## src/sv/ess_pkg.sv

```systemverilog
package ess_pkg;

  localparam int TRACK_W = 16;
  localparam int CFG_W = 17;
  localparam int SUM_W = 22;
  localparam int CFG_IDX_W = 2;
  localparam int QUEUE_DEPTH_DEF = 32;

  localparam logic [TRACK_W-1:0] TRACK_MAX = {TRACK_W{1'b1}};
  localparam logic [SUM_W-1:0] SUM_MAX = {SUM_W{1'b1}};

  localparam logic [CFG_IDX_W-1:0] CFG_START_HEAD = 2'd0;
  localparam logic [CFG_IDX_W-1:0] CFG_DISK_TRACKS = 2'd1;
  localparam logic [CFG_IDX_W-1:0] CFG_SWEEP_UP = 2'd2;

  localparam logic [TRACK_W-1:0] START_HEAD_RST = '0;
  localparam logic [CFG_W-1:0] DISK_TRACKS_RST = 17'd65536;

  typedef struct packed {
    logic [TRACK_W-1:0] track;
    logic               last;
  } req_t;

  typedef struct packed {
    logic [TRACK_W-1:0] from_track;
    logic [TRACK_W-1:0] to_track;
    logic [TRACK_W-1:0] seek_distance;
    logic [SUM_W-1:0]   run_total;
    logic               last_move;
  } res_t;

  // Chain operations; rot_down moves every entry toward cell 0, rot_up away from it.
  typedef enum logic [2:0] {
    CH_HOLD     = 3'd0,
    CH_INSERT   = 3'd1,
    CH_ROT_DOWN = 3'd2,
    CH_ROT_UP   = 3'd3,
    CH_CLEAR    = 3'd4
  } chain_mode_t;

  typedef struct packed {
    chain_mode_t        mode;
    logic [TRACK_W-1:0] ins_track;
  } chain_ctrl_t;

endpackage

```

## src/sv/ess_cell.sv

```systemverilog
module ess_cell (
  input  logic                        clk,
  input  logic                        rst,
  input  ess_pkg::chain_ctrl_t        ctrl,
  input  logic                        prev_greater,
  input  logic [ess_pkg::TRACK_W-1:0] lo_val,
  input  logic                        lo_valid,
  input  logic [ess_pkg::TRACK_W-1:0] hi_val,
  input  logic                        hi_valid,
  output logic [ess_pkg::TRACK_W-1:0] val,
  output logic                        valid,
  output logic                        greater
);
  import ess_pkg::*;

  // An empty cell counts as larger than any request.
  assign greater = !valid || (val > ctrl.ins_track);

  always_ff @(posedge clk) begin
    if (rst) begin
      valid <= 1'b0;
    end else begin
      unique case (ctrl.mode)
        CH_INSERT: begin
          if (greater) begin
            if (prev_greater) begin
              valid <= lo_valid;
            end else begin
              valid <= 1'b1;
            end
          end
        end
        CH_ROT_DOWN: valid <= hi_valid;
        CH_ROT_UP:   valid <= lo_valid;
        CH_CLEAR:    valid <= 1'b0;
        default:     valid <= valid;
      endcase
    end
  end

  always_ff @(posedge clk) begin
    unique case (ctrl.mode)
      CH_INSERT: begin
        if (greater) begin
          if (prev_greater) begin
            val <= lo_val;
          end else begin
            val <= ctrl.ins_track;
          end
        end
      end
      CH_ROT_DOWN: val <= hi_val;
      CH_ROT_UP:   val <= lo_val;
      default:     val <= val;
    endcase
  end

endmodule

```

## src/sv/ess_chain.sv

```systemverilog
module ess_chain #(
  parameter int QUEUE_DEPTH = ess_pkg::QUEUE_DEPTH_DEF
) (
  input  logic                        clk,
  input  logic                        rst,
  input  ess_pkg::chain_ctrl_t        ctrl,
  output logic [ess_pkg::TRACK_W-1:0] low_val,
  output logic                        low_valid,
  output logic [ess_pkg::TRACK_W-1:0] top_val,
  output logic                        top_valid
);
  import ess_pkg::*;

  logic [TRACK_W-1:0] vals [QUEUE_DEPTH];
  logic               valids [QUEUE_DEPTH];
  logic               gts [QUEUE_DEPTH];

  // Cells form a ring so that a full rotation restores the sorted order.
  for (genvar i = 0; i < QUEUE_DEPTH; i++) begin : g_cell
    localparam int LO = (i == 0) ? QUEUE_DEPTH - 1 : i - 1;
    localparam int HI = (i == QUEUE_DEPTH - 1) ? 0 : i + 1;
    logic prev_gt;

    if (i == 0) begin : g_first
      assign prev_gt = 1'b0;
    end else begin : g_rest
      assign prev_gt = gts[LO];
    end

    ess_cell u_cell (
      .clk          (clk),
      .rst          (rst),
      .ctrl         (ctrl),
      .prev_greater (prev_gt),
      .lo_val       (vals[LO]),
      .lo_valid     (valids[LO]),
      .hi_val       (vals[HI]),
      .hi_valid     (valids[HI]),
      .val          (vals[i]),
      .valid        (valids[i]),
      .greater      (gts[i])
    );
  end

  assign low_val   = vals[0];
  assign low_valid = valids[0];
  assign top_val   = vals[QUEUE_DEPTH-1];
  assign top_valid = valids[QUEUE_DEPTH-1];

endmodule

```

## src/sv/elevator_seek_scheduler.sv

```systemverilog
// Channel   | Ports                                   | Handshake
// ----------+-----------------------------------------+---------------------------------
// request   | start, busy, request                    | taken when start && !busy
// result    | strobe, result                          | one cycle per move, no back-pressure
// config    | cfg_valid, cfg_ready, cfg_index, cfg_data | written when cfg_valid && cfg_ready
//
// A request without the last flag is inserted in sorted place into the cell
// chain, unless the chain is full, when it is dropped. A last request starts
// the schedule, which keeps busy high through two full rotations of the chain
// (one per sweep), the edge move, a drain state and a flush state; the final
// move comes out in the same cycle that busy falls.
// Reset (rst, synchronous) empties the chain and loads defaults; results cannot stall.
module elevator_seek_scheduler #(
  parameter int QUEUE_DEPTH = ess_pkg::QUEUE_DEPTH_DEF
) (
  input  logic                          clk,
  input  logic                          rst,
  input  logic                          start,
  output logic                          busy,
  input  ess_pkg::req_t                 request,
  output logic                          strobe,
  output ess_pkg::res_t                 result,
  input  logic                          cfg_valid,
  output logic                          cfg_ready,
  input  logic [ess_pkg::CFG_IDX_W-1:0] cfg_index,
  input  logic [ess_pkg::CFG_W-1:0]     cfg_data
);
  import ess_pkg::*;

  localparam int CNT_W = $clog2(QUEUE_DEPTH + 1);
  localparam logic [CNT_W-1:0] CNT_FULL = CNT_W'(QUEUE_DEPTH);
  localparam logic [CNT_W-1:0] STEP_LAST = CNT_W'(QUEUE_DEPTH - 1);

  typedef enum logic [5:0] {
    ST_IDLE  = 6'b000001,
    ST_PASS1 = 6'b000010,
    ST_EDGE  = 6'b000100,
    ST_PASS2 = 6'b001000,
    ST_DRAIN = 6'b010000,
    ST_FLUSH = 6'b100000
  } state_t;

  state_t state, state_next;

  // Configuration registers.
  logic [TRACK_W-1:0] start_head;
  logic [CFG_W-1:0]   disk_tracks;
  logic               sweep_up;

  // Batch state.
  logic [CNT_W-1:0]   count;
  logic [CNT_W-1:0]   step;
  logic [TRACK_W-1:0] edge_track;
  logic [TRACK_W-1:0] head0;
  logic               dir_up;

  // Move pipeline: candidate, then the working head and sum, then one pending move.
  logic [TRACK_W-1:0] cand_to;
  logic               cand_en;
  logic [TRACK_W-1:0] head;
  logic [SUM_W-1:0]   sum;
  res_t               pending;
  logic               pending_valid;

  chain_ctrl_t        ctrl;
  logic [TRACK_W-1:0] low_val, top_val;
  logic               low_valid, top_valid;

  logic               accept;
  logic [CFG_W-1:0]   dt_m1;
  logic [TRACK_W-1:0] edge_calc;
  logic [TRACK_W-1:0] h0_calc;
  logic               read_low;
  logic [TRACK_W-1:0] rd_val;
  logic               rd_valid;
  logic [TRACK_W-1:0] clamped;
  logic               in_sweep;
  logic [TRACK_W-1:0] seek_len;
  logic [SUM_W:0]     sum_wide;
  logic [SUM_W-1:0]   sum_sat;

  assign cfg_ready = 1'b1;
  assign busy      = (state != ST_IDLE);
  assign accept    = start && !busy;

  // Hold configuration; writes to an unused index are dropped.
  always_ff @(posedge clk) begin
    if (rst) begin
      start_head  <= START_HEAD_RST;
      disk_tracks <= DISK_TRACKS_RST;
      sweep_up    <= 1'b1;
    end else if (cfg_valid && cfg_ready) begin
      case (cfg_index)
        CFG_START_HEAD:  start_head  <= cfg_data[TRACK_W-1:0];
        CFG_DISK_TRACKS: disk_tracks <= cfg_data;
        CFG_SWEEP_UP:    sweep_up    <= cfg_data[0];
        default:         start_head  <= start_head;
      endcase
    end
  end

  // Edge track is disk_tracks-1 saturated to the track range; zero tracks acts as one.
  assign dt_m1 = disk_tracks - CFG_W'(1);
  always_comb begin
    if (disk_tracks == '0) begin
      edge_calc = '0;
    end else if (dt_m1 > CFG_W'(TRACK_MAX)) begin
      edge_calc = TRACK_MAX;
    end else begin
      edge_calc = dt_m1[TRACK_W-1:0];
    end
    h0_calc = (start_head > edge_calc) ? edge_calc : start_head;
  end

  // Ascending reads come off cell 0 while rotating down, descending ones off the top cell.
  assign read_low = (state == ST_PASS1) ? dir_up : !dir_up;
  assign rd_val   = read_low ? low_val : top_val;
  assign rd_valid = read_low ? low_valid : top_valid;

  always_comb begin
    ctrl.ins_track = request.track;
    ctrl.mode      = CH_HOLD;
    unique case (state)
      ST_IDLE: begin
        if (accept && (count < CNT_FULL)) begin
          ctrl.mode = CH_INSERT;
        end
      end
      ST_PASS1, ST_PASS2: ctrl.mode = read_low ? CH_ROT_DOWN : CH_ROT_UP;
      ST_FLUSH:           ctrl.mode = CH_CLEAR;
      default:            ctrl.mode = CH_HOLD;
    endcase
  end

  ess_chain #(
    .QUEUE_DEPTH (QUEUE_DEPTH)
  ) u_chain (
    .clk       (clk),
    .rst       (rst),
    .ctrl      (ctrl),
    .low_val   (low_val),
    .low_valid (low_valid),
    .top_val   (top_val),
    .top_valid (top_valid)
  );

  always_comb begin
    state_next = state;
    unique case (state)
      ST_IDLE: begin
        if (accept && request.last) begin
          state_next = ST_PASS1;
        end
      end
      ST_PASS1: begin
        if (step == STEP_LAST) begin
          state_next = ST_EDGE;
        end
      end
      ST_EDGE: state_next = ST_PASS2;
      ST_PASS2: begin
        if (step == STEP_LAST) begin
          state_next = ST_DRAIN;
        end
      end
      ST_DRAIN: state_next = ST_FLUSH;
      ST_FLUSH: state_next = ST_IDLE;
      default:  state_next = ST_IDLE;
    endcase
  end

  always_ff @(posedge clk) begin
    if (rst) begin
      state <= ST_IDLE;
      count <= '0;
      step  <= '0;
    end else begin
      state <= state_next;
      if (state == ST_IDLE) begin
        step <= '0;
        if (accept && (count < CNT_FULL)) begin
          count <= count + CNT_W'(1);
        end
      end else if ((state == ST_PASS1) || (state == ST_PASS2)) begin
        step <= (step == STEP_LAST) ? '0 : step + CNT_W'(1);
      end else if (state == ST_FLUSH) begin
        count <= '0;
      end
    end
  end

  // Latch the batch geometry when the closing request arrives.
  always_ff @(posedge clk) begin
    if (accept && request.last) begin
      edge_track <= edge_calc;
      head0      <= h0_calc;
      dir_up     <= sweep_up;
    end
  end

  // Candidate stage: clamp the entry read from the chain and pick the sweep it belongs to.
  assign clamped  = (rd_val > edge_track) ? edge_track : rd_val;
  assign in_sweep = dir_up ? (clamped >= head0) : (clamped <= head0);

  always_ff @(posedge clk) begin
    if (rst) begin
      cand_en <= 1'b0;
    end else begin
      unique case (state)
        ST_PASS1: cand_en <= rd_valid && in_sweep;
        ST_PASS2: cand_en <= rd_valid && !in_sweep;
        ST_EDGE:  cand_en <= 1'b1;
        default:  cand_en <= 1'b0;
      endcase
    end
  end

  always_ff @(posedge clk) begin
    if (state == ST_EDGE) begin
      cand_to <= dir_up ? edge_track : '0;
    end else begin
      cand_to <= clamped;
    end
  end

  // Move stage: distance and saturating running total.
  assign seek_len = (cand_to >= head) ? (cand_to - head) : (head - cand_to);
  assign sum_wide = {1'b0, sum} + (SUM_W + 1)'(seek_len);
  assign sum_sat  = sum_wide[SUM_W] ? SUM_MAX : sum_wide[SUM_W-1:0];

  always_ff @(posedge clk) begin
    if (accept && request.last) begin
      head <= h0_calc;
      sum  <= '0;
    end else if (cand_en) begin
      head <= cand_to;
      sum  <= sum_sat;
    end
  end

  // Keep one move pending so the final one can carry last_move.
  always_ff @(posedge clk) begin
    if (rst) begin
      pending_valid <= 1'b0;
    end else if (accept && request.last) begin
      pending_valid <= 1'b0;
    end else if (cand_en) begin
      pending_valid <= 1'b1;
    end else if (state == ST_FLUSH) begin
      pending_valid <= 1'b0;
    end
  end

  always_ff @(posedge clk) begin
    if (cand_en) begin
      pending.from_track    <= head;
      pending.to_track      <= cand_to;
      pending.seek_distance <= seek_len;
      pending.run_total     <= sum_sat;
      pending.last_move     <= 1'b0;
    end
  end

  // Drive results: release the pending move when a newer one arrives, or at flush as last.
  always_ff @(posedge clk) begin
    if (rst) begin
      strobe <= 1'b0;
    end else begin
      strobe <= (cand_en && pending_valid) || ((state == ST_FLUSH) && pending_valid);
    end
  end

  always_ff @(posedge clk) begin
    if (state == ST_FLUSH) begin
      result <= '{from_track:    pending.from_track,
                  to_track:      pending.to_track,
                  seek_distance: pending.seek_distance,
                  run_total:     pending.run_total,
                  last_move:     1'b1};
    end else if (cand_en) begin
      result <= pending;
    end
  end

endmodule
```

## config.mk

```make
export PLATFORM = sky130hd
export DESIGN_NAME = elevator_seek_scheduler
export DESIGN_NICKNAME = d
export VERILOG_FILES = /design/src/sv/ess_pkg.sv /design/src/sv/ess_cell.sv /design/src/sv/ess_chain.sv /design/src/sv/elevator_seek_scheduler.sv
export SDC_FILE = /design/constraint.sdc
export NUM_CORES = 2
export LEC_CHECK = 0
export ABC_AREA = 1
export CAP_MARGIN = 20
export CORE_MARGIN = 1.5
export CORE_UTILIZATION = 43
export DETAILED_ROUTE_END_ITERATION = 12
export DONT_BUFFER_PORTS = 1
export PLACE_DENSITY_LB_ADDON = 0.05
export SLEW_MARGIN = 20
export SYNTH_ARGS = -nofsm -noshare
export SYNTH_HDL_FRONTEND = slang
export SYNTH_SLANG_ARGS = --single-unit
```

## constraint.sdc

```tcl
create_clock -name clk -period 4.6 [get_ports clk]
set_input_delay 0.92 -clock clk [delete_from_list [all_inputs] [get_ports clk]]
set_output_delay 0.92 -clock clk [all_outputs]
set_load 0.03 [all_outputs]
```

======== After elaboration in Yosys (flattened, before gate mapping) ========
Cells that the tools add are included.
word-level totals
  logic and storage cells ................. 560
  register bits ........................... 827
operators by class
  reductions and logical operators ........ 155
  $add $sub $neg .......................... 6
  multiplexer cells ....................... 221
  $lt $le $gt $ge ......................... 39
  equal/unequal tests ..................... 51
operators by type and width
  operator                                                          number
  case mux 16 bit (3 select lines)                                  32
  two-way mux 16 bit                                                73
  greater-than comparator 16 bit                                    34
  two-way mux 71 bit                                                2
  AND reduction 2 bit                                               67
  case mux 1 bit (4 select lines)                                   32
  two-way mux 1 bit                                                 70
  inequality test 2 bit (second input constant)                     35
  two-way mux 6 bit                                                 8
  logical NOT 1 bit                                                 35
  logical OR 1 bit                                                  34
  >= comparator 16 bit                                              2
  subtractor 16 bit                                                 2
  case mux 6 bit (5 select lines)                                   1
  adder 22 x 16 -> 23 bit                                           1
  two-way mux 22 bit                                                1
  greater-than comparator 17 x 16 -> 1 bit (second input constant)  1
  logical NOT 17 bit                                                1
  subtractor 17 x 1 -> 17 bit (second input constant)               1
  less-or-equal comparator 16 bit                                   1
  adder 6 x 1 -> 6 bit (second input constant)                      2
  == test 6 x 5 -> 1 bit (second input constant)                    2
  case mux 3 bit (3 select lines)                                   1
  logical AND 1 bit                                                 7
  other kinds (20)                                                  27

======== Longest topological paths before layout ========
  depth in word-level cells ............... 10
  depth in mapped cells ................... 35

======== Modules after synthesis ========
From an unflattened synthesis, not the netlist that was laid out.
unflattened totals
  cells, all modules ...................... 7,154
  area, all modules ....................... 58,409.8 um2
modules (own cells, without submodules)
  module                                     area each (um2)  cells each  sequential area each (um2)  instances
  ess_cell at u_chain.g_cell[0].u_cell ...   1,343.8          167         500.5                       24
  elevator_seek_scheduler                    15,159.5         1,758       7,557.2                     1
  ess_cell at u_chain.g_cell[31].u_cell ...  1,347.5          168         500.5                       7
  ess_cell at u_chain.g_cell[7].u_cell       1,562.7          211         500.5                       1
  ess_chain                                  3.8              1           0.0                         1

======== Worst setup path after synthesis ========
Ideal clock, no wire load.
  path kind ............................... in2reg
  start point ............................. in request[2] in the netlist's numbering
  end point ............................... reg u_chain.g_cell[31].u_cell.val[0] in the netlist's numbering (enable)
  path slack .............................. 0.042 ns
  arrival time ............................ 4.145 ns
  stages .................................. 12
  data required time ...................... 4.186 ns
  path buffers ............................ 1
  path through ............................ inv_1 clkbuf_1 ha_1 inv_1 nor2_1 nor2_1 o21a_1 o221ai_1 nand2_1 nand2_1 nand2_1 a21boi_0
between the ends
  cells in the longest elaborated chain, start to end .. 4
RTL lines
  item                                    RTL line                       text
  start: declaration                      elevator_seek_scheduler.sv:20  input ess_pkg::req_t request,
  greater-than comparator 16 bit          ess_cell.sv:17                 assign greater = !valid || (val > ctrl.ins_track);
  logical OR 1 bit                        ess_cell.sv:17
  inequality test 2 bit (no source line)  -
  AND reduction 2 bit (no source line)    -
  end signal: assignment                  ess_cell.sv:46                 val <= lo_val;
  end signal: assignment                  ess_cell.sv:48                 val <= ctrl.ins_track;
  end signal: assignment                  ess_cell.sv:52                 CH_ROT_DOWN: val <= hi_val;
  end: declaration                        ess_cell.sv:10                 output logic [ess_pkg::TRACK_W-1:0] val,
No other way between the ends.
A chain may end at the register's enable or synchronous reset.

======== Final worst setup path ========
  start point ............................. reg head[13]
  end point ............................... reg sum[2]
between the ends
  cells in the longest elaborated chain, start to end .. 4
  elaborated cells between the ends (all ways) .. 6
  classes of those cells .................. add/sub (3); order compare (1); mux (2)
RTL lines
  item                      RTL line                        text
  start: declaration        elevator_seek_scheduler.sv:60   logic [TRACK_W-1:0] head;
  start signal: assignment  elevator_seek_scheduler.sv:233  head <= h0_calc;
  start signal: assignment  elevator_seek_scheduler.sv:236  head <= cand_to;
  >= comparator 16 bit      elevator_seek_scheduler.sv:227  assign seek_len = (cand_to >= head) ? (cand_to - head) : (head - cand_to);
  two-way mux 16 bit        elevator_seek_scheduler.sv:227
  net seek_len[3]           elevator_seek_scheduler.sv:78   logic [TRACK_W-1:0] seek_len;
  adder 22 x 16 -> 23 bit   elevator_seek_scheduler.sv:228  assign sum_wide = {1'b0, sum} + (SUM_W + 1)'(seek_len);
  two-way mux 22 bit        elevator_seek_scheduler.sv:229  assign sum_sat = sum_wide[SUM_W] ? SUM_MAX : sum_wide[SUM_W-1:0];
  net sum_sat[2]            elevator_seek_scheduler.sv:80   logic [SUM_W-1:0] sum_sat;
  end signal: assignment    elevator_seek_scheduler.sv:237  sum <= sum_sat;
  end: declaration          elevator_seek_scheduler.sv:61   logic [SUM_W-1:0] sum;
The timed path passes the listed nets, and every way through them passes these cells.

==> flow_metrics.py <==
metrics = {
    "outcome": {
        "status": "finished clean",
    },
    "layout": {
        "fin_nets": 7959,
        "area_growth_pct": 10.07,
        "drive_above_1_share_pct": 5.737,
        "nFillCells": 13206,
        "final_common_cell": "nand2_1",
        "layout_common_cells": "nand2_1, inv_1, nand3_1, edfxtp_1, ha_1",
        "final_area_um2": 64960,
    },
    "timing": {
        "fin_ws_ps": 353.0,
        "final-max-slew-violation-count": 0,
        "max_slew_margin_pct": 25.74,
        "worst_pin_slew_ps": 1114,
        "rsz0062_at_grt": "false",
        "worst_hold_slack_ps": 248.3,
        "period_share_pct": 92.33,
        "finClkSkew_ps": 21.17,
        "setup_viol": 0,
        "hold_viol": 0,
        "max_freq_mhz": 235.5,
        "period_needed_ps": 4247,
        "setup_tns_ps": 0,
    },
    "die": {
        "initial_core_util_pct": 43.46,
        "die_x_um": 373.5,
        "die-area_um2": 139500,
        "io_pins": 114,
        "rows": 135,
        "die_h_um": 373.5,
        "fp.coreArea_um2": 135800,
    },
    "setup_path": {
        "crit-reg2reg-launch": "head[13]",
        "end_kind": "flip-flop",
        "worstSetupStartpointType": "flip-flop",
        "r2r_setup_slack_ps": 350,
        "cp_max_fo": 15,
        "crit_start": "head[13]",
        "crit_type": "reg2reg",
        "worstPathArrival_ps": 4920,
        "worstPathRequired_ps": 5280,
    },
    "clocking": {
        "clk_pin_slew_ps": 60,
        "cts.sinks": 827,
        "cts_buffers": 103,
        "clock-root-buffer": "clkbuf_16",
        "clock_path_buffers": 3,
        "cts_tree": "yes",
        "htree_levels": 3,
        "clk_latency_ps": 740,
    },
    "route": {
        "viasPerCell": 5.725,
        "vias": 52523,
        "drc": 0,
        "drt_wl_total_um": 204400,
        "wl_per_cell_um": 22.28,
        "drt_pass1_iterations": 8,
        "initialDrtViolationCount": 4777,
        "antenna_left": 0,
    },
    "placement": {
        "io_buffer_count": 0,
        "dp_worst_setup_slack_ps": 19.83,
        "place_congestion": 0.8761,
        "hpwl_um": 143500,
        "placed_area_um2": 61490,
    },
    "logic_synthesis": {
        "synthFlopType": "edfxtp_1",
        "async_flop_share_pct": 0,
        "ys_seq_area_share_pct": 39.94,
        "synthCells": 7387,
        "synthesis.area_um2": 59020,
        "ys_ff_latch": 827,
        "syn-num-nets": 8041,
        "avgSynthCellArea_um2": 7.990,
        "ys_types": 53,
        "synth_edf_count": 701,
        "yosysWarnings": 0,
    },
    "job": {
        "maxCapViolCount": 0,
    },
    "global_route": {
        "grt_antenna_before_repair": 4,
        "grt_usage_pct": 28.65,
        "grt_overflow": 0,
        "grt_pass1_vias": 49303,
        "grt_max_degree": 168,
        "grt_pass1_wl_um": 311800,
    },
    "hold_path": {
        "min_from": "rst",
        "hold_class": "in2reg",
    },
    "power": {
        "ir_drop_mv": 0.3365,
        "powerDensity_nw_per_um2": 689.0,
        "leakagePower_nw": 29.88,
    },
}
critical path: stages (launching register included):
cell and delay [ps]:
edfxtp_1 420, ha_2 430, nand2_1 140, nor4_2 350, nand4_1 150, nand3_2 180, buf_4 180, nand2_1 50
o21ai_0 100, xor2_1 220, inv_1 90, ha_1 350, nor2_1 70, a21oi_2 140, nand3_1 80, nand2_1 120
nand3_1 90, nand2_1 120, nand3_1 120, nand2_2 160, nand3_4 130, buf_6 190, o21ai_0 130, nand2_1 80
nand2_1 70
cell usage after synthesis (all sizes together) (5+ instances only):
cell type  count  area [µm²]
a211oi         7       52.55
a21o          10       75.07
a21oi        392        1966
a22o          10       87.58
a22oi        496        3724
a31oi         36       225.2
and2          23       143.9
buf          143       810.8
clkbuf       249       934.7
dfxtp        126        2522
edfxtp       701       21050
ha           611        7645
inv          916        3438
nand2       1780        6686
nand3        856        4294
nand4         57       371.6
nor2         405        1540
nor3          42       221.5
o211ai        62       465.5
o21a          31       232.7
o21ai        332        1662
o221ai        31       271.5
o31ai          5       37.54
or2            7       43.79
xnor2         14       122.6
xor2          13       113.9
path summary, 6_finish.rpt:
| path | to | cells past startpoint |
|---|---|---|
| hold / removal | cand_en | 1 |
| setup / recovery | sum[2] | 24 |
| hold reg to reg | strobe | 2 |
| setup reg to reg | sum[2] | 24 |
registers in the layout, summed over array words and instances, names as in the netlist, 16 cells and up:
| signal | count |
|---|---|
| u_chain.g_cell.u_cell.val | 512 |
| result | 71 |
| pending | 70 |
| u_chain.g_cell.u_cell.valid | 32 |
| sum | 22 |
| disk_tracks | 17 |
| cand_to | 16 |
| edge_track | 16 |
| head0 | 16 |
| head | 16 |
| start_head | 16 |
layout make-up:
type	count	area, µm²	area share, %
Timing Repair Buffer	205	1997	3.074
Tap cell	1781	2228	3.430
Inverter	918	3465	5.333
Sequential cell	827	23580	36.29
Antenna cell	2	5.005	0.007704
Clock inverter	41	437.9	0.6741
Clock buffer	150	2927	4.505
Multi-Input combinational cell	5250	30330	46.68
kinds of logic (layout without fill, tap and decap cells):
kind of cell / Yosys count / count (layout) / synth area share [%]
AOI/OAI and AO/OA: 1425 / 1425 / 15.10
xor gates and xnor gates: 27 / 27 / 0.4007
DFF: 827 / 827 / 39.94
adders and majority gates: 614 / 614 / 13.05
other: 1 / 3 / 0.006354
and+or+nand+nor: 3183 / 3183 / 22.70
buffers and inverters: 1310 / 1314 / 8.796
through the flow:
stage | utilization, % | power (mW) | instances
2_1_floorplan | - | 29.07 | 7387
3_3_place_gp | 45.28 | 35.84 | 8977
3_5_place_dp | 45.28 | 36.31 | 8977
4_1_cts | 47.76 | 44.73 | 9168
5_1_grt | 47.83 | 48.52 | 9172
6_report | 47.83 | 44.76 | 9174
routing by layer:
metal  track usage, %  part of all wire [%]
met5                0                     0
met4            7.678                   2.2
met3            3.484                   6.0
met2            45.00                    45
met1            41.45                    47
power breakdown:
| part | switching, mW | internal (mW) | leakage (nW) |
|---|---|---|---|
| Combinational | 12.4 | 7.00 | 20.6 |
| Clock | 3.58 | 4.71 | 1.64 |
| Sequential | 4.34 | 12.8 | 7.61 |
what timing repair did:
| item | in CTS | in global routing |
|---|---|---|
| gates resized for setup | 1 | 18 |
| setup endpoints to repair | 1 | 48 |
| buffers inserted | 0 | 4 |
| pin swaps | 0 | 3 |
| hold buffers | 0 | 0 |
Power figures use the tool's default switching activity.
